<file path="config.mk">
export PLATFORM = sky130hd
export DESIGN_NAME = epoch_to_civil_time
export DESIGN_NICKNAME = d
export VERILOG_FILES = /design/src/design/e2ct_pkg.sv /design/src/design/e2ct_day_split.sv /design/src/design/e2ct_civil.sv /design/src/design/epoch_to_civil_time.sv
export SDC_FILE = /design/constraint.sdc
export NUM_CORES = 2
export LEC_CHECK = 0
export BUFFER_PORTS_ARGS = -buffer_cell sky130_fd_sc_hd__buf_4
export CAP_MARGIN = 20
export CORE_MARGIN = 1
export CORE_UTILIZATION = 45
export CTS_CLUSTER_DIAMETER = 30
export DETAILED_ROUTE_END_ITERATION = 7
export SETUP_SLACK_MARGIN = 0.4
export SYNTH_ARGS = -nofsm -noshare
export SYNTH_HDL_FRONTEND = slang
export SYNTH_SLANG_ARGS = --single-unit
</file>
<file path="constraint.sdc">
create_clock -name clk -period 11.47 [get_ports clk]
set_input_delay 2.294 -clock clk [delete_from_list [all_inputs] [get_ports clk]]
set_output_delay 2.294 -clock clk [all_outputs]
set_load 0.02 [all_outputs]
</file>
<file path="src/design/e2ct_pkg.sv">
`default_nettype none

package e2ct_pkg;

	// valid and before-epoch flag that travel with each item
	typedef struct packed {
		logic valid;
		logic pre_epoch;
	} item_ctl_t;

	localparam int OFFSET_W = 17;
	localparam logic [OFFSET_W-1:0] OFFSET_RESET = 17'h19D90; // -25200, seven hours west

	localparam int SOD_W = 17;
	localparam logic [SOD_W-1:0] SECS_PER_DAY = 17'd86400;

	// 86400 = 128 * 675; local time >> 7 is split into two 17-bit digits for the divide by 675
	localparam int SPLIT_W = 17;
	localparam logic [9:0] SOD_DIV = 10'd675;

	// reciprocal multipliers: floor(x / d) == (x * M) >> SH for x below the noted bound
	localparam int DIV675_HI_SH = 27;                                  // x < 2^17
	localparam logic [17:0] DIV675_HI_M = 18'(((64'd1 << 27) + 64'd674) / 64'd675);
	localparam int DIV675_LO_SH = 37;                                  // x < 2^27
	localparam logic [27:0] DIV675_LO_M = 28'(((64'd1 << 37) + 64'd674) / 64'd675);
	localparam int ERA_SH = 44;                                        // x < 2^26
	localparam logic [26:0] ERA_M = 27'(((64'd1 << 44) + 64'd146096) / 64'd146097);
	localparam int WK_SH = 29;                                         // x < 2^26
	localparam logic [26:0] WK_M = 27'(((64'd1 << 29) + 64'd6) / 64'd7);
	localparam int HOUR_SH = 29;                                       // x < 2^17
	localparam logic [17:0] HOUR_M = 18'(((64'd1 << 29) + 64'd3599) / 64'd3600);
	localparam int D1460_SH = 29;                                      // x < 2^18
	localparam logic [18:0] D1460_M = 19'(((64'd1 << 29) + 64'd1459) / 64'd1460);
	localparam int D36524_SH = 34;                                     // x < 2^18
	localparam logic [18:0] D36524_M = 19'(((64'd1 << 34) + 64'd36523) / 64'd36524);
	localparam int MIN_SH = 18;                                        // x < 2^12
	localparam logic [12:0] MIN_M = 13'(((64'd1 << 18) + 64'd59) / 64'd60);
	localparam int YOE_SH = 27;                                        // x < 2^18
	localparam logic [18:0] YOE_M = 19'(((64'd1 << 27) + 64'd364) / 64'd365);
	localparam int C100_SH = 16;                                       // x < 2^9
	localparam logic [9:0] C100_M = 10'(((64'd1 << 16) + 64'd99) / 64'd100);
	localparam int MP_SH = 19;                                         // x < 2^11
	localparam logic [11:0] MP_M = 12'(((64'd1 << 19) + 64'd152) / 64'd153);

	localparam logic [19:0] DAYS_TO_MAR0 = 20'd719468;   // 0000-03-01 .. 1970-01-01
	localparam logic [17:0] DAYS_PER_ERA = 18'd146097;
	localparam logic [17:0] LAST_DOE = 18'd146096;
	localparam logic [8:0] DAYS_PER_YEAR = 9'd365;
	localparam logic [8:0] YEARS_PER_ERA = 9'd400;
	localparam logic [11:0] SECS_PER_HOUR = 12'd3600;
	localparam logic [5:0] SECS_PER_MIN = 6'd60;
	localparam logic [2:0] WD_EPOCH_BIAS = 3'd4;          // 1970-01-01 was a Thursday
	localparam logic [2:0] WD_BEFORE_EPOCH = 3'd3;        // 1969-12-31 was a Wednesday

	// first day of each month in a March-based year
	function automatic logic [8:0] month_start(input logic [3:0] mp);
		logic [8:0] r;
		case (mp)
			4'd0: r = 9'd0;
			4'd1: r = 9'd31;
			4'd2: r = 9'd61;
			4'd3: r = 9'd92;
			4'd4: r = 9'd122;
			4'd5: r = 9'd153;
			4'd6: r = 9'd184;
			4'd7: r = 9'd214;
			4'd8: r = 9'd245;
			4'd9: r = 9'd275;
			4'd10: r = 9'd306;
			4'd11: r = 9'd337;
			default: r = 9'd0;
		endcase
		return r;
	endfunction

	// March-based month index to calendar month 1..12
	function automatic logic [3:0] month_num(input logic [3:0] mp);
		logic [3:0] r;
		case (mp)
			4'd10: r = 4'd1;
			4'd11: r = 4'd2;
			default: r = 4'(mp + 4'd3);
		endcase
		return r;
	endfunction

endpackage

`default_nettype wire

</file>
<file path="src/design/e2ct_day_split.sv">
`default_nettype none

// local seconds -> whole days and second of day, stages s2..s5
module e2ct_day_split #(
	parameter int EPOCH_BITS = 34
) (
	input  wire                                   clk,
	input  wire                                   arst_n,
	input  wire e2ct_pkg::item_ctl_t              in_ctl,
	input  wire logic signed [EPOCH_BITS+1:0]     local_secs,
	output e2ct_pkg::item_ctl_t                   out_ctl,
	output logic [EPOCH_BITS-16:0]                days,
	output logic [e2ct_pkg::SOD_W-1:0]            sod
);
	import e2ct_pkg::*;

	localparam int DW = EPOCH_BITS - 15;

	item_ctl_t ctl_s2, ctl_s3, ctl_s4, ctl_s5;

	logic [SPLIT_W-1:0] hi_s2, lo_s2;
	logic [6:0] low7_s2, low7_s3, low7_s4;
	logic [7:0] q1_s2, q1_s3, q1_s4;
	logic [SOD_W-1:0] sodneg_s2, sodneg_s3, sodneg_s4, sod_s5;
	logic [26:0] x_s3, x_s4;
	logic [16:0] q2_s4;
	logic [DW-1:0] days_s5;

	logic [SPLIT_W-1:0] hi_c;
	logic [34:0] p_hi;
	logic [9:0] r1;
	logic [54:0] p_lo;
	logic [9:0] r2;

	// sign-free upper digit of (local >> 7)
	assign hi_c = SPLIT_W'(local_secs[EPOCH_BITS:24]);
	assign p_hi = hi_c * DIV675_HI_M;
	assign r1   = 10'(hi_s2 - SPLIT_W'(q1_s2 * SOD_DIV));
	assign p_lo = x_s3 * DIV675_LO_M;
	assign r2   = 10'(x_s4 - 27'(q2_s4 * SOD_DIV));

	always_ff @(posedge clk or negedge arst_n) begin
		if (!arst_n) begin
			ctl_s2 <= '0;
			ctl_s3 <= '0;
			ctl_s4 <= '0;
			ctl_s5 <= '0;
		end else begin
			ctl_s2 <= '{valid: in_ctl.valid, pre_epoch: local_secs[EPOCH_BITS+1]};
			ctl_s3 <= ctl_s2;
			ctl_s4 <= ctl_s3;
			ctl_s5 <= ctl_s4;
		end
	end

	always_ff @(posedge clk) begin
		// s2: upper digit quotient; negative local time wraps into the prior day
		hi_s2     <= hi_c;
		lo_s2     <= local_secs[23:7];
		low7_s2   <= local_secs[6:0];
		q1_s2     <= p_hi[DIV675_HI_SH +: 8];
		sodneg_s2 <= SOD_W'(local_secs[16:0] + SECS_PER_DAY);
		// s3: remainder carried into the lower digit
		x_s3      <= {r1, lo_s2};
		q1_s3     <= q1_s2;
		low7_s3   <= low7_s2;
		sodneg_s3 <= sodneg_s2;
		// s4: lower digit quotient
		q2_s4     <= p_lo[DIV675_LO_SH +: 17];
		x_s4      <= x_s3;
		q1_s4     <= q1_s3;
		low7_s4   <= low7_s3;
		sodneg_s4 <= sodneg_s3;
		// s5
		days_s5   <= ctl_s4.pre_epoch ? '0 : DW'({q1_s4, q2_s4});
		sod_s5    <= ctl_s4.pre_epoch ? sodneg_s4 : {r2, low7_s4};
	end

	assign out_ctl = ctl_s5;
	assign days    = days_s5;
	assign sod     = sod_s5;

endmodule

`default_nettype wire

</file>
<file path="src/design/e2ct_civil.sv">
`default_nettype none

// days since epoch -> March-based year, month and day of year, weekday, h:m:s; stages s6..s12
module e2ct_civil #(
	parameter int EPOCH_BITS = 34
) (
	input  wire                                   clk,
	input  wire                                   arst_n,
	input  wire e2ct_pkg::item_ctl_t              in_ctl,
	input  wire logic [EPOCH_BITS-16:0]           days,
	input  wire logic [e2ct_pkg::SOD_W-1:0]       sod,
	output e2ct_pkg::item_ctl_t                   out_ctl,
	output logic [11:0]                           year_base,
	output logic [3:0]                            mar_month,
	output logic [8:0]                            day_of_year,
	output logic [4:0]                            hour,
	output logic [5:0]                            minute,
	output logic [5:0]                            second,
	output logic [2:0]                            weekday
);
	import e2ct_pkg::*;

	localparam int DW = EPOCH_BITS - 15;
	localparam int ZW = ((DW > 20) ? DW : 20) + 1;
	localparam int EW = ZW - 17;

	item_ctl_t ctl_s6, ctl_s7, ctl_s8, ctl_s9, ctl_s10, ctl_s11, ctl_s12;

	logic [ZW-1:0] z_s6;
	logic [EW-1:0] era_s6, era_s7, era_s8, era_s9, era_s10, era_s11;
	logic [4:0] hour_s6, hour_s7, hour_s8, hour_s9, hour_s10, hour_s11, hour_s12;
	logic [SOD_W-1:0] sod_s6;
	logic [2:0] wx3_s6, wq3_s6;
	logic [2:0] wd_s7, wd_s8, wd_s9, wd_s10, wd_s11, wd_s12;
	logic [17:0] doe_s7, doe_s8, doe_s9, doe_s10;
	logic [11:0] hrem_s7, hrem_s8;
	logic [17:0] num_s8;
	logic [5:0] minute_s8, minute_s9, minute_s10, minute_s11, minute_s12;
	logic [5:0] second_s9, second_s10, second_s11, second_s12;
	logic [8:0] yoe_s9, yoe_s10, yoe_s11;
	logic [2:0] c100_s10;
	logic [8:0] doy_s11, doy_s12;
	logic [3:0] mp_s12;
	logic [11:0] yy_s12;

	logic [ZW-1:0] z_c;
	logic [ZW+26:0] p_era;
	logic [DW:0] wx_c;
	logic [DW+27:0] p_wk;
	logic [34:0] p_hour;
	logic [EW+17:0] era_days;
	logic [36:0] p_a, p_b;
	logic [24:0] p_min;
	logic [6:0] a_c;
	logic [2:0] b_c;
	logic [36:0] p_yoe;
	logic [18:0] p_c100;
	logic [17:0] ydays;
	logic [10:0] mpn;
	logic [22:0] p_mp;
	logic [EW+8:0] era_years;

	// s6 inputs
	assign z_c    = ZW'(days) + ZW'(DAYS_TO_MAR0);
	assign p_era  = z_c * ERA_M;
	assign wx_c   = (DW+1)'(days) + (DW+1)'(WD_EPOCH_BIAS);
	assign p_wk   = wx_c * WK_M;
	assign p_hour = sod * HOUR_M;
	// s7 inputs
	assign era_days = era_s6 * DAYS_PER_ERA;
	// s8 inputs
	assign p_a   = doe_s7 * D1460_M;
	assign p_b   = doe_s7 * D36524_M;
	assign p_min = hrem_s7 * MIN_M;
	assign a_c   = p_a[D1460_SH +: 7];
	assign b_c   = p_b[D36524_SH +: 3];
	// s9, s10 inputs
	assign p_yoe  = num_s8 * YOE_M;
	assign p_c100 = yoe_s9 * C100_M;
	// s11: day of the March-based year
	assign ydays = 18'(yoe_s10 * DAYS_PER_YEAR) + 18'(yoe_s10[8:2]) - 18'(c100_s10);
	// s12
	assign mpn       = 11'({doy_s11, 2'b00}) + 11'(doy_s11) + 11'd2;
	assign p_mp      = mpn * MP_M;
	assign era_years = era_s11 * YEARS_PER_ERA;

	always_ff @(posedge clk or negedge arst_n) begin
		if (!arst_n) begin
			ctl_s6  <= '0;
			ctl_s7  <= '0;
			ctl_s8  <= '0;
			ctl_s9  <= '0;
			ctl_s10 <= '0;
			ctl_s11 <= '0;
			ctl_s12 <= '0;
		end else begin
			ctl_s6  <= in_ctl;
			ctl_s7  <= ctl_s6;
			ctl_s8  <= ctl_s7;
			ctl_s9  <= ctl_s8;
			ctl_s10 <= ctl_s9;
			ctl_s11 <= ctl_s10;
			ctl_s12 <= ctl_s11;
		end
	end

	always_ff @(posedge clk) begin
		// s6: era, hour, weekday quotient
		z_s6       <= z_c;
		era_s6     <= p_era[ERA_SH +: EW];
		hour_s6    <= p_hour[HOUR_SH +: 5];
		sod_s6     <= sod;
		wx3_s6     <= wx_c[2:0];
		wq3_s6     <= p_wk[WK_SH +: 3];
		// s7: remainders; x - 7q mod 8 == x + q mod 8
		doe_s7     <= 18'(z_s6[17:0] - era_days[17:0]);
		era_s7     <= era_s6;
		hour_s7    <= hour_s6;
		hrem_s7    <= 12'(sod_s6[11:0] - 12'(hour_s6 * SECS_PER_HOUR));
		wd_s7      <= ctl_s6.pre_epoch ? WD_BEFORE_EPOCH : 3'(wx3_s6 + wq3_s6);
		// s8: leap-day correction within the era, minutes
		num_s8     <= doe_s7 - 18'(a_c) + 18'(b_c) - 18'(doe_s7 == LAST_DOE);
		doe_s8     <= doe_s7;
		era_s8     <= era_s7;
		hour_s8    <= hour_s7;
		hrem_s8    <= hrem_s7;
		minute_s8  <= p_min[MIN_SH +: 6];
		wd_s8      <= wd_s7;
		// s9: year of era, seconds
		yoe_s9     <= p_yoe[YOE_SH +: 9];
		doe_s9     <= doe_s8;
		era_s9     <= era_s8;
		hour_s9    <= hour_s8;
		minute_s9  <= minute_s8;
		second_s9  <= 6'(hrem_s8[5:0] - 6'(minute_s8 * SECS_PER_MIN));
		wd_s9      <= wd_s8;
		// s10: century count
		c100_s10   <= p_c100[C100_SH +: 3];
		yoe_s10    <= yoe_s9;
		doe_s10    <= doe_s9;
		era_s10    <= era_s9;
		hour_s10   <= hour_s9;
		minute_s10 <= minute_s9;
		second_s10 <= second_s9;
		wd_s10     <= wd_s9;
		// s11
		doy_s11    <= 9'(doe_s10 - ydays);
		yoe_s11    <= yoe_s10;
		era_s11    <= era_s10;
		hour_s11   <= hour_s10;
		minute_s11 <= minute_s10;
		second_s11 <= second_s10;
		wd_s11     <= wd_s10;
		// s12: March-based month, year without the Jan/Feb carry
		mp_s12     <= p_mp[MP_SH +: 4];
		doy_s12    <= doy_s11;
		yy_s12     <= 12'(era_years) + 12'(yoe_s11);
		hour_s12   <= hour_s11;
		minute_s12 <= minute_s11;
		second_s12 <= second_s11;
		wd_s12     <= wd_s11;
	end

	assign out_ctl     = ctl_s12;
	assign year_base   = yy_s12;
	assign mar_month   = mp_s12;
	assign day_of_year = doy_s12;
	assign hour        = hour_s12;
	assign minute      = minute_s12;
	assign second      = second_s12;
	assign weekday     = wd_s12;

endmodule

`default_nettype wire

</file>
<file path="src/design/epoch_to_civil_time.sv">
// Epoch seconds to Gregorian civil date and time. Pulse start with an epoch count
// (seconds since 1970-01-01 00:00:00 UTC); past stages s1..s13, done is high for exactly
// one cycle with year, month, day, hour, minute, second and weekday (0 = Sunday) of
// local time = epoch_seconds + utc_offset. The receiver cannot stall the block and
// must take each result in the cycle done is high. busy never rises: the block is a
// fully pipelined chain of constant dividers (reciprocal multiplies) and takes one
// item every cycle, back to back. Local times before the epoch set
// before_epoch and return zero year/month/day; time of day and weekday stay valid.
// The UTC offset (17-bit two's complement seconds, reset -25200) is written through
// cfg_we/cfg_wdata; write it only while no item is in flight.
`default_nettype none

module epoch_to_civil_time #(
	parameter int EPOCH_BITS = 34
) (
	input  wire                              clk,
	input  wire                              arst_n,
	// item in
	input  wire                              start,
	output logic                             busy,
	input  wire logic [EPOCH_BITS-1:0]       epoch_seconds,
	// offset register
	input  wire                              cfg_we,
	input  wire logic [e2ct_pkg::OFFSET_W-1:0] cfg_wdata,
	// result out
	output logic                             done,
	output logic [11:0]                      year,
	output logic [3:0]                       month,
	output logic [4:0]                       day,
	output logic [4:0]                       hour,
	output logic [5:0]                       minute,
	output logic [5:0]                       second,
	output logic [2:0]                       weekday,
	output logic                             before_epoch
);
	import e2ct_pkg::*;

	localparam int LW = EPOCH_BITS + 2;   // signed local time
	localparam int DW = EPOCH_BITS - 15;  // whole days
	localparam int LATENCY = 13;

	logic [OFFSET_W-1:0] utc_offset_q;

	// s1: local time
	item_ctl_t ctl_s1;
	logic signed [LW-1:0] local_s1;

	item_ctl_t split_ctl;
	logic [DW-1:0] split_days;
	logic [SOD_W-1:0] split_sod;

	item_ctl_t civ_ctl;
	logic [11:0] civ_year_base;
	logic [3:0] civ_mp;
	logic [8:0] civ_doy;
	logic [4:0] civ_hour;
	logic [5:0] civ_minute, civ_second;
	logic [2:0] civ_wd;

	// s13: output register
	item_ctl_t ctl_s13;
	logic [11:0] year_s13;
	logic [3:0] month_s13;
	logic [4:0] day_s13;
	logic [4:0] hour_s13;
	logic [5:0] minute_s13, second_s13;
	logic [2:0] wd_s13;

	logic [3:0] month_c;
	logic accept;

	// pipeline never backs up
	assign busy   = 1'b0;
	assign accept = start && !busy;

	always_ff @(posedge clk or negedge arst_n) begin
		if (!arst_n) begin
			utc_offset_q <= OFFSET_RESET;
		end else if (cfg_we) begin
			utc_offset_q <= cfg_wdata;
		end
	end

	always_ff @(posedge clk or negedge arst_n) begin
		if (!arst_n) begin
			ctl_s1  <= '0;
			ctl_s13 <= '0;
		end else begin
			ctl_s1  <= '{valid: accept, pre_epoch: 1'b0};
			ctl_s13 <= civ_ctl;
		end
	end

	always_ff @(posedge clk) begin
		local_s1 <= $signed({2'b00, epoch_seconds}) + LW'($signed(utc_offset_q));
	end

	// s2..s5: floor split into days and second of day
	e2ct_day_split #(
		.EPOCH_BITS (EPOCH_BITS)
	) u_day_split (
		.clk        (clk),
		.arst_n     (arst_n),
		.in_ctl     (ctl_s1),
		.local_secs (local_s1),
		.out_ctl    (split_ctl),
		.days       (split_days),
		.sod        (split_sod)
	);

	// s6..s12: civil-from-days on a March-based year, plus time of day
	e2ct_civil #(
		.EPOCH_BITS (EPOCH_BITS)
	) u_civil (
		.clk         (clk),
		.arst_n      (arst_n),
		.in_ctl      (split_ctl),
		.days        (split_days),
		.sod         (split_sod),
		.out_ctl     (civ_ctl),
		.year_base   (civ_year_base),
		.mar_month   (civ_mp),
		.day_of_year (civ_doy),
		.hour        (civ_hour),
		.minute      (civ_minute),
		.second      (civ_second),
		.weekday     (civ_wd)
	);

	assign month_c = month_num(civ_mp);

	// s13: January and February belong to the next calendar year; date zeroed before epoch
	always_ff @(posedge clk) begin
		year_s13   <= civ_ctl.pre_epoch ? '0 : 12'(civ_year_base + 12'(month_c <= 4'd2));
		month_s13  <= civ_ctl.pre_epoch ? '0 : month_c;
		day_s13    <= civ_ctl.pre_epoch ? '0 : 5'(civ_doy - month_start(civ_mp) + 9'd1);
		hour_s13   <= civ_hour;
		minute_s13 <= civ_minute;
		second_s13 <= civ_second;
		wd_s13     <= civ_wd;
	end

	assign done         = ctl_s13.valid;
	assign before_epoch = ctl_s13.pre_epoch;
	assign year         = year_s13;
	assign month        = month_s13;
	assign day          = day_s13;
	assign hour         = hour_s13;
	assign minute       = minute_s13;
	assign second       = second_s13;
	assign weekday      = wd_s13;

	// every accepted item comes out after the fixed latency
	a_latency : assert property (@(posedge clk) disable iff (!arst_n)
		accept |-> ##LATENCY done)
		else $error("result missing after fixed latency");

	// no result without an item accepted at the matching cycle
	a_no_phantom : assert property (@(posedge clk) disable iff (!arst_n)
		done |-> $past(accept, LATENCY))
		else $error("result without an accepted item");

	// before the epoch: zero date and the weekday of 1969-12-31
	a_before : assert property (@(posedge clk) disable iff (!arst_n)
		(done && before_epoch) |->
			(year == 12'd0 && month == 4'd0 && day == 5'd0 && weekday == WD_BEFORE_EPOCH))
		else $error("before-epoch result malformed");

	// calendar and clock fields stay in range
	a_ranges : assert property (@(posedge clk) disable iff (!arst_n)
		(done && !before_epoch) |->
			(month >= 4'd1 && month <= 4'd12 && day >= 5'd1 && day <= 5'd31 &&
			 hour <= 5'd23 && minute <= 6'd59 && second <= 6'd59 && weekday <= 3'd6))
		else $error("result field out of range");

endmodule

`default_nettype wire

</file>
==> metrics.md <==
| Metric | Value |
|---|---|
| Total grt overflow | 0 |
| Max-cap check violation count | 0 |
| First-pass GRT wire length | 246000 um |
| CP bufs+invs | 7 |
| WS Path Type | flip-flop to flip-flop |
| Clock Tree Buf Depth | 3 |
| Starting Density | 0.454 |
| Total GRT Usage | 0.201 |
| Type of the worst min-delay path | flip-flop to flip-flop |
| TritonCTS buffer count | 140 |
| Setup crit start kind | flip-flop |
| Clk sinks | roughly 600 |
| Slew Viols, Final | 0 |
| RePlAce Congestion | between 0.9 and 1 |
| CTS resizes | 0 |
| CP Max Fanout | 11 |
| Final setup violation count | 0 |
| Synth area leaders | ha_1, fa_1, dfxtp_1, inv_1, xnor2_1 |
| H-tree depth | 4 |
| Slowest cell delay on critical path | 0.66 ns |
| Final period util | 0.888 |
| Router iterations before antenna repair | 5 |
| Synth top cells by count | inv_1, ha_1, fa_1, dfxtp_1, xnor2_1 |
| Top cell type's share of synthesized area | 0.304 |
| Mapped cell area | about 0.069 mm^2 |
| Hold_buf cts | 0 |
| Skew-Pair Late Insertion Delay | approximately 0.76 ns |
| Synth warn | 0 |
| Post-synth top flop | dfxtp_1 |
| Syn_nets | 9228 |
| Element type at the critical path end | flip-flop |
| Critical path arrival | 10.83 ns |
| Root Buffer | clkbuf_16 |
| Share of layout cells above drive strength 1 | 0.0600 |
| Count leader, synth | inv_1 |
| Number of synthesized flops with an enable pin | 0 |
| Post-DRT Antenna Nets | 0 |
| Area Overhead vs Synth | 12.0% |
| Setup TNS | 0 ns |
| Skew final | 0.0564 ns |
| Drt total wl | 150000 um |
| RSZ-0062 raised after global routing | no |
| Initial antenna violation count | 0 |
| Die Y | just under 400 um |
| DRC viols | 0 |
| Largest net degree at the start of global routing | 43 |
| DR iter-0 viols | approximately 1600 |
| Layout net count | about 9500 |
| #FFs+latches synth | approximately 600 |
| Port bufs | 97 |
| Fin. Hold Viols | 0 |
| CTS tree | done |
| Critical path required time | 12.11 ns |
| Final min period | around 10 ns |
| Die width | roughly 390 um |
| Die Area | 0.155 mm^2 |
| Slew HR | 0.333 |
| Vias/cell | approximately 4.8 |
| Syn avg cell area | 10.6 um^2 |
| CP max-delay cell | dfxtp_1 |
| Post-synthesis sequential area ratio | 0.178 |
| Least-Margin Pin Slew | 0.990 ns |
| Async set-reset flop share out of synthesis | 0.0697 |
| Vias | 42660 |
| DR WL/cell | 16.9 um |
| Library cells used by synthesis | 78 |
| Post-Syn Instances | between 6000 and 7000 |
| Num ports | 99 |
| Hpwl dp | ~130000 um |
| Post-CTS setup buffers | 0 |
| Top cell type by total area after synthesis | ha_1 |
| Reg clk slew, reported paths | around 0.050 ns |
| F_max | 0.0982 GHz |
| Core Region | 0.152 mm^2 |
| Status | finished clean |
| Vias in the first global route | 46567 |
| FP Rows | 143 |
| Crit path max-delay family | adder cells |
[per-stage QoR]
stage	hold WS, ns	area (um^2)	setup slack [ns]	instances	util
after floorplan	0.310	69000	2.88	6507	-
after global placement	0.310	72300	1.67	8622	0.475
after detailed placement	0.312	72300	1.40	8622	0.475
after CTS	0.314	77300	1.38	8882	0.508
after global routing	0.318	77300	0.783	8882	0.508
final	0.317	77300	1.28	8883	0.508
[cell usage in the layout (no fill, tap or decap), types with 9 or more instances in the layout]
cell type,synthesis,layout
inv_1,1802,1802
ha_1,1676,1676
fa_1,990,990
dfxtp_1,561,561
xnor2_1,198,198
a21oi_1,171,171
nor2_1,144,144
clkbuf_16,0,141
nand2_1,113,113
buf_4,1,113
o21ai_0,100,100
a21o_1,90,90
xor2_1,82,82
nand3_1,59,59
nor2b_1,58,58
nor3_1,41,41
o21a_1,39,39
dfrtp_1,34,34
nand4_1,33,33
o21bai_1,25,25
and3_1,20,20
mux2_2,19,19
nand2b_1,18,18
clkinv_2,0,17
clkinv_4,0,16
bufinv_16,0,16
or3_1,15,15
inv_6,0,15
a31oi_1,14,14
clkinvlp_4,0,13
clkbuf_1,23,12
o211ai_1,11,11
o31ai_1,11,11
a211oi_1,11,11
clkbuf_8,0,10
or2_2,9,9
o21ai_1,9,9
inv_8,0,9
[sequential cells by signal (all words and copies together) (netlist names), 10 cells and up, named ones only]
signal / cells
u_day_split.days: 19
year: 12
u_day_split.sod: 17
u_civil.sod_s6: 12
u_civil.doe_s7: 18
utc_offset_q: 17
local_s1: 36
u_day_split.sodneg_s4: 11
u_day_split.lo_s2: 17
u_day_split.hi_s2: 10
u_day_split.q2_s4: 17
u_civil.num_s8: 18
u_day_split.sodneg_s3: 11
u_day_split.sodneg_s2: 11
u_civil.year_base: 12
u_day_split.x_s4: 10
u_civil.hrem_s7: 12
u_day_split.x_s3: 27
u_civil.z_s6: 18
[layer usage]
layer,share of wire,GRT usage
met1,0.48,0.278
met2,0.45,0.318
met3,0.050,0.0406
met4,0.024,0.0583
met5,0,0
[kinds of logic after synthesis]
group,synth area share
adder cells (fa/ha/maj),0.591
AO/OA/AOI/OAI,0.0540
XOR/XNOR,0.0355
other,0.0000543
buffers and inverters,0.0996
flip-flops,0.178
AND/OR/NAND/NOR,0.0387
multiplexers,0.00324
[cell type report]
type	count	area (um^2)
antenna	1	2.50
clock buffer	163	3710
clock inverter	97	1290
fill	13794	74800
inverter	1802	6760
multi-input combinational	4074	49900
sequential	603	12300
tap	2030	2540
timing repair buffer	113	848
[final timing paths]
path	slack (ns)	from	end	depth (start not counted)
min reg2reg	0.32	u_civil.minute_s10[5]$_DFF_P_	u_civil.minute_s11[5]$_DFF_P_	0
max in group asynchronous	9.35	arst_n	u_civil.ctl_s6[0]$_DFF_PN0_	1
min	0.32	u_civil.minute_s10[5]$_DFF_P_	u_civil.minute_s11[5]$_DFF_P_	0
max	1.28	u_civil.doe_s7[13]$_DFF_P_	u_civil.num_s8[14]$_DFF_P_	34
max reg2reg	1.28	u_civil.doe_s7[13]$_DFF_P_	u_civil.num_s8[14]$_DFF_P_	34
min in group asynchronous	1.61	arst_n	utc_offset_q[5]$_DFFE_PN0P_	1
Power is not shown: default switching activity piles up to over one toggle a cycle in this logic, so the estimate is an artifact.
